[src/rtl/wthb_pkg.sv]
// Package for the Wang-tile heat-bath update block.
// Holds field widths, codes, the controller state type and the command and
// status structs shared by the controller, the datapath and the top level.
`default_nettype none

package wthb_pkg;

   // Fixed field widths.
   localparam int TILE_BITS   = 6;
   localparam int COUNT_BITS  = 7;
   localparam int WEIGHT_BITS = 25;
   localparam int RAND_BITS   = 32;
   localparam int SUM_BITS    = 32;
   localparam int PROD_BITS   = RAND_BITS + SUM_BITS;
   localparam int ENERGY_BITS = 3;
   localparam int CSR_BITS    = 3;
   localparam int SIDES       = 4;
   localparam int WEIGHTS     = 5;

   // Largest energy excess that selects its own weight.
   localparam logic [ENERGY_BITS-1:0] EXCESS_MAX = 3'd4;

   // Request mode codes.
   localparam logic MODE_LOAD   = 1'b0;
   localparam logic MODE_UPDATE = 1'b1;

   // Lock mode codes.
   localparam logic [1:0] LOCK_FREE     = 2'd0;
   localparam logic [1:0] LOCK_BOUNDARY = 2'd1;
   localparam logic [1:0] LOCK_PINNED   = 2'd2;
   localparam logic [1:0] LOCK_SPARE    = 2'd3;

   // Configuration register indexes.
   localparam logic [CSR_BITS-1:0] CSR_TILE_COUNT = 3'd0;
   localparam logic [CSR_BITS-1:0] CSR_WEIGHT_0   = 3'd1;
   localparam logic [CSR_BITS-1:0] CSR_WEIGHT_1   = 3'd2;
   localparam logic [CSR_BITS-1:0] CSR_WEIGHT_2   = 3'd3;
   localparam logic [CSR_BITS-1:0] CSR_WEIGHT_3   = 3'd4;
   localparam logic [CSR_BITS-1:0] CSR_WEIGHT_4   = 3'd5;

   // Reset values of the configuration registers.
   localparam logic [COUNT_BITS-1:0]  TILE_COUNT_RESET = 7'd1;
   localparam logic [WEIGHT_BITS-1:0] WEIGHT_0_RESET   = 25'd16777216;
   localparam logic [WEIGHT_BITS-1:0] WEIGHT_N_RESET   = 25'd1;

   // Controller states.
   typedef enum logic [2:0] {
      ST_IDLE,
      ST_CUR_RD,
      ST_CUR_LATCH,
      ST_ENERGY,
      ST_WSUM,
      ST_MUL,
      ST_PICK,
      ST_DONE
   } wthb_state_type;

   // Commands from the controller to the datapath.
   typedef struct packed {
      logic start;        // latch an update request
      logic load;         // write a tile table entry
      logic rd_cur;       // read the current tile's entry
      logic latch_cur;    // capture the current entry, set min to EXCESS_MAX, clear sum
      logic pass_energy;  // scan: minimum energy over allowed tiles
      logic pass_wsum;    // scan: weight sum
      logic mul;          // scale the random word by the weight sum
      logic pass_pick;    // scan: roulette selection
      logic emit;         // load the result register
   } wthb_cmd_type;

   // Status from the datapath to the controller.
   typedef struct packed {
      logic scan_done;    // current scan has issued and processed all tiles
      logic sum_zero;     // weight sum is zero
      logic out_free;     // result register can take a new result
   } wthb_status_type;

endpackage

`default_nettype wire

[src/rtl/wthb_ram.sv]
// Generic single-port-write, single-port-read RAM with registered read data.
// Stands alone; used for the tile table.
`default_nettype none

module wthb_ram #(
   parameter int WIDTH = 16,
   parameter int DEPTH = 64
) (
   input  wire logic                                      clock,
   input  wire logic                                      wr_en,
   input  wire logic [((DEPTH > 1) ? $clog2(DEPTH) : 1)-1:0] wr_addr,
   input  wire logic [WIDTH-1:0]                          wr_data,
   input  wire logic                                      rd_en,
   input  wire logic [((DEPTH > 1) ? $clog2(DEPTH) : 1)-1:0] rd_addr,
   output logic      [WIDTH-1:0]                          rd_data
);

   logic [WIDTH-1:0] mem_ff [DEPTH];
   logic [WIDTH-1:0] rd_data_ff;

   // Write port and registered read port.
   always_ff @(posedge clock) begin
      if (wr_en) begin
         mem_ff[wr_addr] <= wr_data;
      end
      if (rd_en) begin
         rd_data_ff <= mem_ff[rd_addr];
      end
   end

   assign rd_data = rd_data_ff;

endmodule

`default_nettype wire

[src/rtl/wthb_ctrl.sv]
// Controller state machine for the Wang-tile heat-bath update.
// Depends on wthb_pkg; drives the datapath through wthb_cmd_type.
`default_nettype none

module wthb_ctrl (
   input  wire logic                      clock,
   input  wire logic                      reset,
   input  wire logic                      req_valid,
   output logic                           req_ready,
   input  wire logic                      req_mode,
   input  wire logic [1:0]                req_lock_mode,
   input  wire wthb_pkg::wthb_status_type status,
   output wthb_pkg::wthb_cmd_type         cmd
);

   import wthb_pkg::*;

   wthb_state_type state_ff;
   wthb_state_type state_in;

   // State register.
   always_ff @(posedge clock) begin
      if (reset) begin
         state_ff <= ST_IDLE;
      end else begin
         state_ff <= state_in;
      end
   end

   // Next state and commands.
   always_comb begin
      state_in  = state_ff;
      cmd       = '0;
      req_ready = 1'b0;
      case (state_ff)
         ST_IDLE: begin
            req_ready = 1'b1;
            if (req_valid) begin
               if (req_mode == MODE_LOAD) begin
                  cmd.load = 1'b1;
               end else begin
                  cmd.start = 1'b1;
                  if (req_lock_mode inside {LOCK_PINNED, LOCK_SPARE}) begin
                     state_in = ST_DONE;
                  end else begin
                     state_in = ST_CUR_RD;
                  end
               end
            end
         end
         ST_CUR_RD: begin
            cmd.rd_cur = 1'b1;
            state_in   = ST_CUR_LATCH;
         end
         ST_CUR_LATCH: begin
            cmd.latch_cur = 1'b1;
            state_in      = ST_ENERGY;
         end
         ST_ENERGY: begin
            cmd.pass_energy = 1'b1;
            if (status.scan_done) begin
               state_in = ST_WSUM;
            end
         end
         ST_WSUM: begin
            cmd.pass_wsum = 1'b1;
            if (status.scan_done) begin
               state_in = status.sum_zero ? ST_DONE : ST_MUL;
            end
         end
         ST_MUL: begin
            cmd.mul  = 1'b1;
            state_in = ST_PICK;
         end
         ST_PICK: begin
            cmd.pass_pick = 1'b1;
            if (status.scan_done) begin
               state_in = ST_DONE;
            end
         end
         ST_DONE: begin
            if (status.out_free) begin
               cmd.emit = 1'b1;
               state_in = ST_IDLE;
            end
         end
         default: begin
            state_in = ST_IDLE;
         end
      endcase
   end

endmodule

`default_nettype wire

[src/rtl/wthb_dp.sv]
// Datapath for the Wang-tile heat-bath update: tile table, configuration
// registers, scan counter, energy and weight logic, multiplier, result register.
// Depends on wthb_pkg and wthb_ram; commanded by wthb_ctrl.
`default_nettype none

module wthb_dp #(
   parameter int TILE_SLOTS = 64,
   parameter int COLOR_BITS = 4
) (
   input  wire logic                      clock,
   input  wire logic                      reset,
   input  wire wthb_pkg::wthb_cmd_type    cmd,
   output wthb_pkg::wthb_status_type      status,
   input  wire logic [5:0]                req_tile_index,
   input  wire logic [COLOR_BITS-1:0]     req_color_top,
   input  wire logic [COLOR_BITS-1:0]     req_color_bottom,
   input  wire logic [COLOR_BITS-1:0]     req_color_left,
   input  wire logic [COLOR_BITS-1:0]     req_color_right,
   input  wire logic [3:0]                req_edge_mask,
   input  wire logic [1:0]                req_lock_mode,
   input  wire logic [31:0]               req_random_word,
   input  wire logic                      csr_write_enable,
   input  wire logic [2:0]                csr_index,
   input  wire logic [24:0]               csr_write_data,
   input  wire logic                      rsp_ready,
   output logic                           rsp_valid,
   output logic [5:0]                     rsp_new_tile,
   output logic                           rsp_kept
);

   import wthb_pkg::*;

   localparam int AW = (TILE_SLOTS > 1) ? $clog2(TILE_SLOTS) : 1;
   localparam int KW = AW + 1;
   localparam int EW = SIDES * COLOR_BITS;

   // Latched request fields.
   logic [TILE_BITS-1:0]               cur_ff, cur_in;
   logic [SIDES-1:0][COLOR_BITS-1:0]   nb_ff, nb_in;
   logic [SIDES-1:0]                   mask_ff, mask_in;
   logic                               lock_bnd_ff, lock_bnd_in;
   logic [RAND_BITS-1:0]               rnd_ff, rnd_in;
   logic [EW-1:0]                      cur_entry_ff, cur_entry_in;

   // Scan and accumulation state.
   logic [KW-1:0]                      cnt_ff, cnt_in;
   logic                               proc_ff, proc_in;
   logic [KW-1:0]                      tidx_ff, tidx_in;
   logic [ENERGY_BITS-1:0]             min_ff, min_in;
   logic [SUM_BITS-1:0]                sum_ff, sum_in;
   logic [PROD_BITS-1:0]               prod_ff, prod_in;
   logic [SUM_BITS-1:0]                acc_ff, acc_in;
   logic                               found_ff, found_in;
   logic [TILE_BITS-1:0]               pick_ff, pick_in;

   // Configuration registers.
   logic [COUNT_BITS-1:0]              tile_count_ff, tile_count_in;
   logic [WEIGHT_BITS-1:0]             weight_ff [WEIGHTS];
   logic [WEIGHT_BITS-1:0]             weight_in [WEIGHTS];

   // Result register.
   logic                               rsp_valid_ff, rsp_valid_in;
   logic [TILE_BITS-1:0]               new_tile_ff, new_tile_in;
   logic                               kept_ff, kept_in;

   // Combinational signals.
   logic [KW-1:0]                      n;
   logic                               scan;
   logic                               issue;
   logic                               scan_done;
   logic                               cur_valid;
   logic                               wr_en;
   logic [AW-1:0]                      rd_addr;
   logic [EW-1:0]                      rd_data;
   logic [EW-1:0]                      wr_data;
   logic [SIDES-1:0]                   mism;
   logic [SIDES-1:0]                   barred;
   logic                               allowed;
   logic [ENERGY_BITS-1:0]             energy;
   logic [ENERGY_BITS-1:0]             excess;
   logic [WEIGHT_BITS-1:0]             weight_sel;
   logic [SUM_BITS-1:0]                scaled;

   // Candidate count is the tile count limited to the table size.
   always_comb begin
      if (32'(tile_count_ff) > TILE_SLOTS) begin
         n = KW'(TILE_SLOTS);
      end else begin
         n = KW'(tile_count_ff);
      end
   end

   // Scan sequencing: issue one read a cycle, process its data in the next cycle.
   assign scan      = cmd.pass_energy | cmd.pass_wsum | cmd.pass_pick;
   assign issue     = scan && (cnt_ff < n);
   assign scan_done = scan && !issue && !proc_ff;

   // Tile table.
   assign cur_valid = 32'(cur_ff) < TILE_SLOTS;
   assign wr_en     = cmd.load && (32'(req_tile_index) < TILE_SLOTS);
   assign wr_data   = {req_color_right, req_color_left, req_color_bottom, req_color_top};
   assign rd_addr   = cmd.rd_cur ? AW'(cur_ff) : cnt_ff[AW-1:0];

   wthb_ram #(
      .WIDTH (EW),
      .DEPTH (TILE_SLOTS)
   ) u_table (
      .clock   (clock),
      .wr_en   (wr_en),
      .wr_addr (AW'(req_tile_index)),
      .wr_data (wr_data),
      .rd_en   (cmd.rd_cur | issue),
      .rd_addr (rd_addr),
      .rd_data (rd_data)
   );

   // Edge mismatches and boundary lock for the entry just read.
   always_comb begin
      logic [COLOR_BITS-1:0] col;
      logic [COLOR_BITS-1:0] col_cur;
      for (int s = 0; s < SIDES; s++) begin
         col       = rd_data[s*COLOR_BITS +: COLOR_BITS];
         col_cur   = cur_entry_ff[s*COLOR_BITS +: COLOR_BITS];
         mism[s]   = mask_ff[s] && (col != nb_ff[s]);
         barred[s] = lock_bnd_ff && !mask_ff[s] && (col != col_cur);
      end
      allowed = ~|barred;
      energy  = {2'b00, mism[0]} + {2'b00, mism[1]} + {2'b00, mism[2]} + {2'b00, mism[3]};
   end

   // Weight for the energy excess over the minimum; for an allowed tile the excess never passes four.
   assign excess = energy - min_ff;
   always_comb begin
      case (excess)
         3'd0:    weight_sel = weight_ff[0];
         3'd1:    weight_sel = weight_ff[1];
         3'd2:    weight_sel = weight_ff[2];
         3'd3:    weight_sel = weight_ff[3];
         default: weight_sel = weight_ff[4];
      endcase
   end

   assign scaled = prod_ff[PROD_BITS-1:SUM_BITS];

   // Next-state logic of the datapath registers.
   always_comb begin
      cur_in        = cur_ff;
      nb_in         = nb_ff;
      mask_in       = mask_ff;
      lock_bnd_in   = lock_bnd_ff;
      rnd_in        = rnd_ff;
      cur_entry_in  = cur_entry_ff;
      min_in        = min_ff;
      sum_in        = sum_ff;
      prod_in       = prod_ff;
      acc_in        = acc_ff;
      found_in      = found_ff;
      pick_in       = pick_ff;
      tile_count_in = tile_count_ff;
      weight_in     = weight_ff;
      rsp_valid_in  = rsp_valid_ff;
      new_tile_in   = new_tile_ff;
      kept_in       = kept_ff;

      // Capture an update request; the current tile is the default result.
      if (cmd.start) begin
         cur_in      = req_tile_index;
         nb_in       = {req_color_right, req_color_left, req_color_bottom, req_color_top};
         mask_in     = req_edge_mask;
         lock_bnd_in = (req_lock_mode == LOCK_BOUNDARY);
         rnd_in      = req_random_word;
         pick_in     = req_tile_index;
         found_in    = 1'b0;
      end

      // An out-of-range current tile reads as all colors zero.
      if (cmd.latch_cur) begin
         cur_entry_in = cur_valid ? rd_data : '0;
         min_in       = EXCESS_MAX;
         sum_in       = '0;
      end

      // Scan counter.
      proc_in = issue;
      tidx_in = cnt_ff;
      if (scan_done) begin
         cnt_in = '0;
      end else if (issue) begin
         cnt_in = cnt_ff + 1'b1;
      end else begin
         cnt_in = cnt_ff;
      end

      // First pass: minimum energy over allowed tiles.
      if (proc_ff && cmd.pass_energy && allowed && (energy < min_ff)) begin
         min_in = energy;
      end

      // Second pass: weight sum.
      if (proc_ff && cmd.pass_wsum && allowed) begin
         sum_in = sum_ff + SUM_BITS'(weight_sel);
      end

      // Scale the random word by the sum.
      if (cmd.mul) begin
         prod_in = PROD_BITS'(rnd_ff) * PROD_BITS'(sum_ff);
         acc_in  = '0;
      end

      // Third pass: first tile whose running total passes the scaled draw.
      if (proc_ff && cmd.pass_pick && allowed && (weight_sel != '0) && !found_ff) begin
         acc_in = acc_ff + SUM_BITS'(weight_sel);
         if (scaled < acc_in) begin
            found_in = 1'b1;
            pick_in  = TILE_BITS'(tidx_ff);
         end
      end

      // Result register.
      if (rsp_valid_ff && rsp_ready) begin
         rsp_valid_in = 1'b0;
      end
      if (cmd.emit) begin
         rsp_valid_in = 1'b1;
         new_tile_in  = pick_ff;
         kept_in      = !found_ff;
      end

      // Configuration writes; indexes beyond the list are ignored.
      if (csr_write_enable) begin
         case (csr_index)
            CSR_TILE_COUNT: tile_count_in = csr_write_data[COUNT_BITS-1:0];
            CSR_WEIGHT_0:   weight_in[0]  = csr_write_data;
            CSR_WEIGHT_1:   weight_in[1]  = csr_write_data;
            CSR_WEIGHT_2:   weight_in[2]  = csr_write_data;
            CSR_WEIGHT_3:   weight_in[3]  = csr_write_data;
            CSR_WEIGHT_4:   weight_in[4]  = csr_write_data;
            default: begin
            end
         endcase
      end
   end

   // Control and configuration registers.
   always_ff @(posedge clock) begin
      if (reset) begin
         cnt_ff        <= '0;
         proc_ff       <= 1'b0;
         rsp_valid_ff  <= 1'b0;
         tile_count_ff <= TILE_COUNT_RESET;
         weight_ff[0]  <= WEIGHT_0_RESET;
         weight_ff[1]  <= WEIGHT_N_RESET;
         weight_ff[2]  <= WEIGHT_N_RESET;
         weight_ff[3]  <= WEIGHT_N_RESET;
         weight_ff[4]  <= WEIGHT_N_RESET;
      end else begin
         cnt_ff        <= cnt_in;
         proc_ff       <= proc_in;
         rsp_valid_ff  <= rsp_valid_in;
         tile_count_ff <= tile_count_in;
         weight_ff     <= weight_in;
      end
   end

   // Payload registers.
   always_ff @(posedge clock) begin
      cur_ff       <= cur_in;
      nb_ff        <= nb_in;
      mask_ff      <= mask_in;
      lock_bnd_ff  <= lock_bnd_in;
      rnd_ff       <= rnd_in;
      cur_entry_ff <= cur_entry_in;
      tidx_ff      <= tidx_in;
      min_ff       <= min_in;
      sum_ff       <= sum_in;
      prod_ff      <= prod_in;
      acc_ff       <= acc_in;
      found_ff     <= found_in;
      pick_ff      <= pick_in;
      new_tile_ff  <= new_tile_in;
      kept_ff      <= kept_in;
   end

   // Status and result ports.
   assign status.scan_done = scan_done;
   assign status.sum_zero  = (sum_ff == '0);
   assign status.out_free  = !rsp_valid_ff || rsp_ready;

   assign rsp_valid    = rsp_valid_ff;
   assign rsp_new_tile = new_tile_ff;
   assign rsp_kept     = kept_ff;

endmodule

`default_nettype wire

[src/rtl/wang_tile_heat_bath_fixed.sv]
// Top level of the Wang-tile heat-bath update block.
// Depends on wthb_pkg, wthb_ctrl and wthb_dp (which holds wthb_ram).
//
//   Channel   Ports                         Moves
//   req       req_valid / req_ready         one request: table load or cell update
//   rsp       rsp_valid / rsp_ready         new tile and kept flag, one per update
//   csr       csr_write_enable              one register write, no wait
//
// A load request is written into the tile table as it is accepted. An update holds
// off the next request until it returns to idle. The single read port of the tile
// table is swept three times over n tiles, where n is the tile count limited to
// TILE_SLOTS (minimum energy, weight sum, roulette pick). An update whose weight sum
// is zero stops after the second sweep. A pinned or spare cell goes straight to the
// result. Reset is synchronous and active high; the tile table has no reset. A
// stalled result holds in the result register while the next request is accepted
// and worked on; that request waits in its last state until the result register
// is free.
`default_nettype none

module wang_tile_heat_bath_fixed #(
   parameter int TILE_SLOTS = 64,
   parameter int COLOR_BITS = 4
) (
   input  wire logic                  clock,
   input  wire logic                  reset,
   input  wire logic                  req_valid,
   output logic                       req_ready,
   input  wire logic                  req_mode,
   input  wire logic [5:0]            req_tile_index,
   input  wire logic [COLOR_BITS-1:0] req_color_top,
   input  wire logic [COLOR_BITS-1:0] req_color_bottom,
   input  wire logic [COLOR_BITS-1:0] req_color_left,
   input  wire logic [COLOR_BITS-1:0] req_color_right,
   input  wire logic [3:0]            req_edge_mask,
   input  wire logic [1:0]            req_lock_mode,
   input  wire logic [31:0]           req_random_word,
   output logic                       rsp_valid,
   input  wire logic                  rsp_ready,
   output logic [5:0]                 rsp_new_tile,
   output logic                       rsp_kept,
   input  wire logic                  csr_write_enable,
   input  wire logic [2:0]            csr_index,
   input  wire logic [24:0]           csr_write_data
);

   import wthb_pkg::*;

   wthb_cmd_type    cmd;
   wthb_status_type status;

   // Controller.
   wthb_ctrl u_ctrl (
      .clock         (clock),
      .reset         (reset),
      .req_valid     (req_valid),
      .req_ready     (req_ready),
      .req_mode      (req_mode),
      .req_lock_mode (req_lock_mode),
      .status        (status),
      .cmd           (cmd)
   );

   // Datapath.
   wthb_dp #(
      .TILE_SLOTS (TILE_SLOTS),
      .COLOR_BITS (COLOR_BITS)
   ) u_dp (
      .clock            (clock),
      .reset            (reset),
      .cmd              (cmd),
      .status           (status),
      .req_tile_index   (req_tile_index),
      .req_color_top    (req_color_top),
      .req_color_bottom (req_color_bottom),
      .req_color_left   (req_color_left),
      .req_color_right  (req_color_right),
      .req_edge_mask    (req_edge_mask),
      .req_lock_mode    (req_lock_mode),
      .req_random_word  (req_random_word),
      .csr_write_enable (csr_write_enable),
      .csr_index        (csr_index),
      .csr_write_data   (csr_write_data),
      .rsp_ready        (rsp_ready),
      .rsp_valid        (rsp_valid),
      .rsp_new_tile     (rsp_new_tile),
      .rsp_kept         (rsp_kept)
   );

endmodule

`default_nettype wire

[config.mk]
export PLATFORM = sky130hd
export DESIGN_NAME = wang_tile_heat_bath_fixed
export DESIGN_NICKNAME = d
export VERILOG_FILES = /design/src/rtl/wthb_pkg.sv /design/src/rtl/wthb_ram.sv /design/src/rtl/wthb_ctrl.sv /design/src/rtl/wthb_dp.sv /design/src/rtl/wang_tile_heat_bath_fixed.sv
export SDC_FILE = /design/constraint.sdc
export NUM_CORES = 2
export LEC_CHECK = 0
export BUFFER_PORTS_ARGS = -buffer_cell sky130_fd_sc_hd__buf_2
export CORE_ASPECT_RATIO = 1.5
export CORE_MARGIN = 2
export CORE_UTILIZATION = 60
export CTS_CLUSTER_DIAMETER = 120
export DETAILED_ROUTE_END_ITERATION = 6
export PLACE_DENSITY = 0.76
export SLEW_MARGIN = 20
export SYNTH_ARGS = -nofsm -noshare
export SYNTH_HDL_FRONTEND = slang
export SYNTH_SLANG_ARGS = --single-unit
export TNS_END_PERCENT = 50
[constraint.sdc]
create_clock -name clock -period 9.4 [get_ports clock]
set_input_delay 0 -clock clock [delete_from_list [all_inputs] [get_ports clock]]
set_output_delay 0 -clock clock [all_outputs]
set_load 0.02 [all_outputs]
==> metrics list <==
- Result of the run: finished, violations left
- Violated checks: design-rule violations
* Worst reg2reg startpoint: u_dp.rnd_ff[9]
* Placer congestion estimate: 0.955
- A synthesized cell averages 12.5 um^2.
* DRT iter0 DRCs: 5204
- After synthesis, the share of flip-flops with an asynchronous set or reset is 0.
- Antenna-violating nets left: 0
- Setup violations remaining at the end of the flow were counted as 0.
- In the routed design, unresolved DRC markers number 2.
- In the synthesized netlist, the number of instances is 7079.
- Max-cap violation count: 0
- Counting distinct cell types in the post-synthesis netlist gives 70.
- Seq/Total Area, Yosys: 0.449
- The number of nets handed over by synthesis was 8425.
- During synthesis, Yosys emitted a total of 0 warnings.
- Worst reg2reg path endpoint: u_dp.prod_ff[56]
- Pin count of the biggest net entering global routing: 123
- Global route total overflow: 0
- IO buf count: 102
* Maximum number of buffers from clock root to sink: 3
- Worst slew margin: 0.220
* Share of the synthesized area in the top cell type: 0.413
* Number of synthesized flops with an enable pin: 1221
- Counting the buffers created by CTS gives 133.
- Number of synthesized register bits: 1378
* Effective utilization at floorplan: 0.605
- For this run, the total global-route usage over all layers was measured as 0.319.
- In this run the cell area measured after placement is 91900 um^2.
* Area growth from synthesis to layout: 10.4%
- Top achievable clock speed: 110 MHz
- STA classifies the critical path startpoint as a register.
* Cell count of the worst reg-to-reg path: 26
- Count of pins over their slew limit: 0
- For flop-to-flop paths, the worst setup slack is 290 ps.
* Endpoint kind of the worst setup timing path: register
- Netlist Area Pre-Place: 88700 um^2
- Crit path arrival time: 9630 ps
- Hold WC Path Type: in -> reg
* Largest area contributor in the netlist: sky130_fd_sc_hd__edfxtp_1
- Number of top-level design ports: 103
- Clock tree root buffer cell: sky130_fd_sc_hd__clkbuf_16
- The HPWL after detailed placement is 165000 um.
* Worst Hold Path Cells: 2
- The clock tree synthesis step divided the H-tree into 4 levels.
- Post-Route Hold Slack: 55.2 ps
* Row count: 172
- The via count of the first global-routing pass is 61266.
* Highest-count cells in the layout ignoring fill and taps: 1221 x sky130_fd_sc_hd__edfxtp_1, 1096 x sky130_fd_sc_hd__nand2_1, 1005 x sky130_fd_sc_hd__inv_1
- TritonCTS built the clock tree.
- Final instance area: 98000 um^2
* Worst setup skew after layout: 43.2 ps
* Die span in y: 475 um
- For this run, the share of the core covered by cells in the final layout is 0.668.
- Clock sink count: 1378
* Pin slew with the least headroom to its limit: 1170 ps
- Number of optimization iterations in the first detailed-route pass: 7
- In this run the standard cell core region covers 147000 um^2.
* Via density per instance: 6.08
* Final Hold Viols: 0
- The clock reaches the later pin of the worst-skew pair after 800 ps.
* Die W: 318 um
- Area of the die: 151000 um^2
- Average detailed-routed wire length per instance: 25.2 um
* Final period util: 0.969
- Setup total negative slack on the finished layout was measured at 0 ps.
- Required time of the critical path: 9920 ps
- Summing over every cut layer, the via total after detailed routing is 56744.
- Gates resized during post-CTS repair numbered 0.
- Tracing the worst setup path back leads to its startpoint at u_dp.rnd_ff[9].
- Worst setup path endpoint: u_dp.prod_ff[56]
* Clock-pin slew reported for the worst setup and hold paths after clock tree synthesis: 60 ps
- Of all nets on the critical path, the largest fanout is 15.
* Layout Nets: 8652
- First-pass GRT wire length: 359000 um
* Most area-consuming cells after synthesis: sky130_fd_sc_hd__edfxtp_1 41%, sky130_fd_sc_hd__fa_1 20%, sky130_fd_sc_hd__mux4_2 7.1%
- Predominant post-synthesis flop cell: sky130_fd_sc_hd__edfxtp_1
- Crit Path Category: reg -> reg
- Unrepaired setup endpoints after global routing: false
* Most common library cell in the layout ignoring fill and taps: sky130_fd_sc_hd__edfxtp_1
- The worst path needs 9110 ps of the cycle, external delays included.
* Total detailed-routing wirelength: 235000 um
- Number of antenna violations at the first check in global routing: 4
- Of the cells placed in the final design, the portion with a size suffix greater than 1 is 0.120.
-- cell usage after synthesis, types with 17 or more instances --
cell / count
sky130_fd_sc_hd__dfxtp_1: 157
sky130_fd_sc_hd__mux2_2: 31
sky130_fd_sc_hd__inv_1: 1006
sky130_fd_sc_hd__a211oi_1: 79
sky130_fd_sc_hd__nand3_1: 40
sky130_fd_sc_hd__nor4_1: 20
sky130_fd_sc_hd__xor2_1: 72
sky130_fd_sc_hd__fa_1: 899
sky130_fd_sc_hd__a21oi_1: 305
sky130_fd_sc_hd__o21bai_1: 17
sky130_fd_sc_hd__nor2_1: 214
sky130_fd_sc_hd__a22oi_1: 32
sky130_fd_sc_hd__xnor2_1: 59
sky130_fd_sc_hd__mux2i_1: 73
sky130_fd_sc_hd__nand2b_1: 18
sky130_fd_sc_hd__nand2_1: 1098
sky130_fd_sc_hd__nand4_1: 26
sky130_fd_sc_hd__a21o_1: 68
sky130_fd_sc_hd__clkbuf_1: 321
sky130_fd_sc_hd__buf_1: 17
sky130_fd_sc_hd__ha_1: 353
sky130_fd_sc_hd__nor3_1: 27
sky130_fd_sc_hd__mux4_2: 281
sky130_fd_sc_hd__o21ai_0: 66
sky130_fd_sc_hd__edfxtp_1: 1221
sky130_fd_sc_hd__and2_1: 295
sky130_fd_sc_hd__nor2b_1: 90
sky130_fd_sc_hd__buf_2: 31
-- per-layer routing --
layer  global-route usage  up-vias  wire length (um)
li1                     -    24191                 -
met1                0.340    29078             76100
met2                0.580     2596            125000
met3               0.0403      877             13900
met4                0.240        2             20300
met5                    0        -                13
-- critical path, cell delays in order, from the launching register on --
cell and delay [ps]:
sky130_fd_sc_hd__edfxtp_1 1020, sky130_fd_sc_hd__buf_4 290, sky130_fd_sc_hd__nand2_1 80, sky130_fd_sc_hd__fa_1 530, sky130_fd_sc_hd__inv_1 60, sky130_fd_sc_hd__fa_1 440, sky130_fd_sc_hd__fa_1 410, sky130_fd_sc_hd__fa_1 510
sky130_fd_sc_hd__inv_1 50, sky130_fd_sc_hd__fa_1 490, sky130_fd_sc_hd__inv_1 50, sky130_fd_sc_hd__fa_1 500, sky130_fd_sc_hd__fa_1 500, sky130_fd_sc_hd__inv_1 80, sky130_fd_sc_hd__fa_1 490, sky130_fd_sc_hd__inv_1 40
sky130_fd_sc_hd__ha_1 410, sky130_fd_sc_hd__nand2_1 80, sky130_fd_sc_hd__o21ai_0 340, sky130_fd_sc_hd__o211ai_1 190, sky130_fd_sc_hd__a2111oi_1 870, sky130_fd_sc_hd__nor2_1 220, sky130_fd_sc_hd__o2111ai_1 310, sky130_fd_sc_hd__nand2_1 140
sky130_fd_sc_hd__o21ai_0 400, sky130_fd_sc_hd__a41oi_1 190, sky130_fd_sc_hd__xnor2_1 160
-- state kept, by name, summed over array words and instances (netlist names), 3 cells and up --
signal                flops
u_ctrl.state_ff           3
u_dp.sum_ff              32
u_dp.cur_entry_ff        16
u_dp.min_ff               3
u_dp.nb_ff               16
u_dp.weight_ff          125
u_dp.rsp_new_tile         6
u_dp.prod_ff             32
u_dp.mask_ff              4
u_dp.u_table.mem_ff    1024
u_dp.u_table.rd_data     16
u_dp.pick_ff              6
u_dp.tile_count_ff        7
u_dp.rnd_ff              32
u_dp.tidx_ff              6
u_dp.cnt_ff               7
u_dp.acc_ff              32
u_dp.cur_ff               6
-- cells by family (layout without fill, tap and decap cells) --
kind of cell,count (synthesis),in the layout,share of synthesized area
simple gates,1884,1884,0.0955
buf+inv,1381,1713,0.0593
flops,1378,1378,0.449
fa+ha+maj,1252,1252,0.253
compound gates,661,661,0.0463
mux,391,391,0.0845
xor+xnor,132,132,0.0131
other cells,0,3,0
-- layout make-up --
cell class | count | area, um^2
Antenna cell | 3 | 7.51
Tap cell | 1914 | 2390
Sequential cell | 1378 | 39800
Clock buffer | 165 | 3550
Multi-Input combinational cell | 4320 | 43800
Inverter | 1007 | 3780
Clock inverter | 75 | 937
Timing Repair Buffer | 466 | 3720
Fill cell | 10222 | 48600
-- what timing repair did --
action	4_1_cts	5_1_grt
hold buffers	141	0
hold endpoints to repair	1201	0
setup buffers	0	18
endpoints found under the setup margin	0	3
-- worst min path at each step --
stage	startpoint	endpoint
global placement	req_random_word[22]	u_dp.rnd_ff[22]
CTS	req_random_word[13]	u_dp.rnd_ff[13]
floorplan	req_tile_index[0]	u_dp.cur_ff[0]
global route	req_random_word[13]	u_dp.rnd_ff[13]
finish	req_random_word[13]	u_dp.rnd_ff[13]
detailed placement	req_random_word[10]	u_dp.rnd_ff[10]
-- stage by stage --
stage | setup WS [ps] | std cells
after floorplan | 1770 | 7079
final | 288 | 9328
after global placement | 54.0 | 8925
after global routing | 38.2 | 9325
after CTS | 192 | 9307
after detailed placement | 246 | 8926
Power is not shown: default switching activity piles up to over one toggle a cycle in this logic, so the estimate is an artifact.
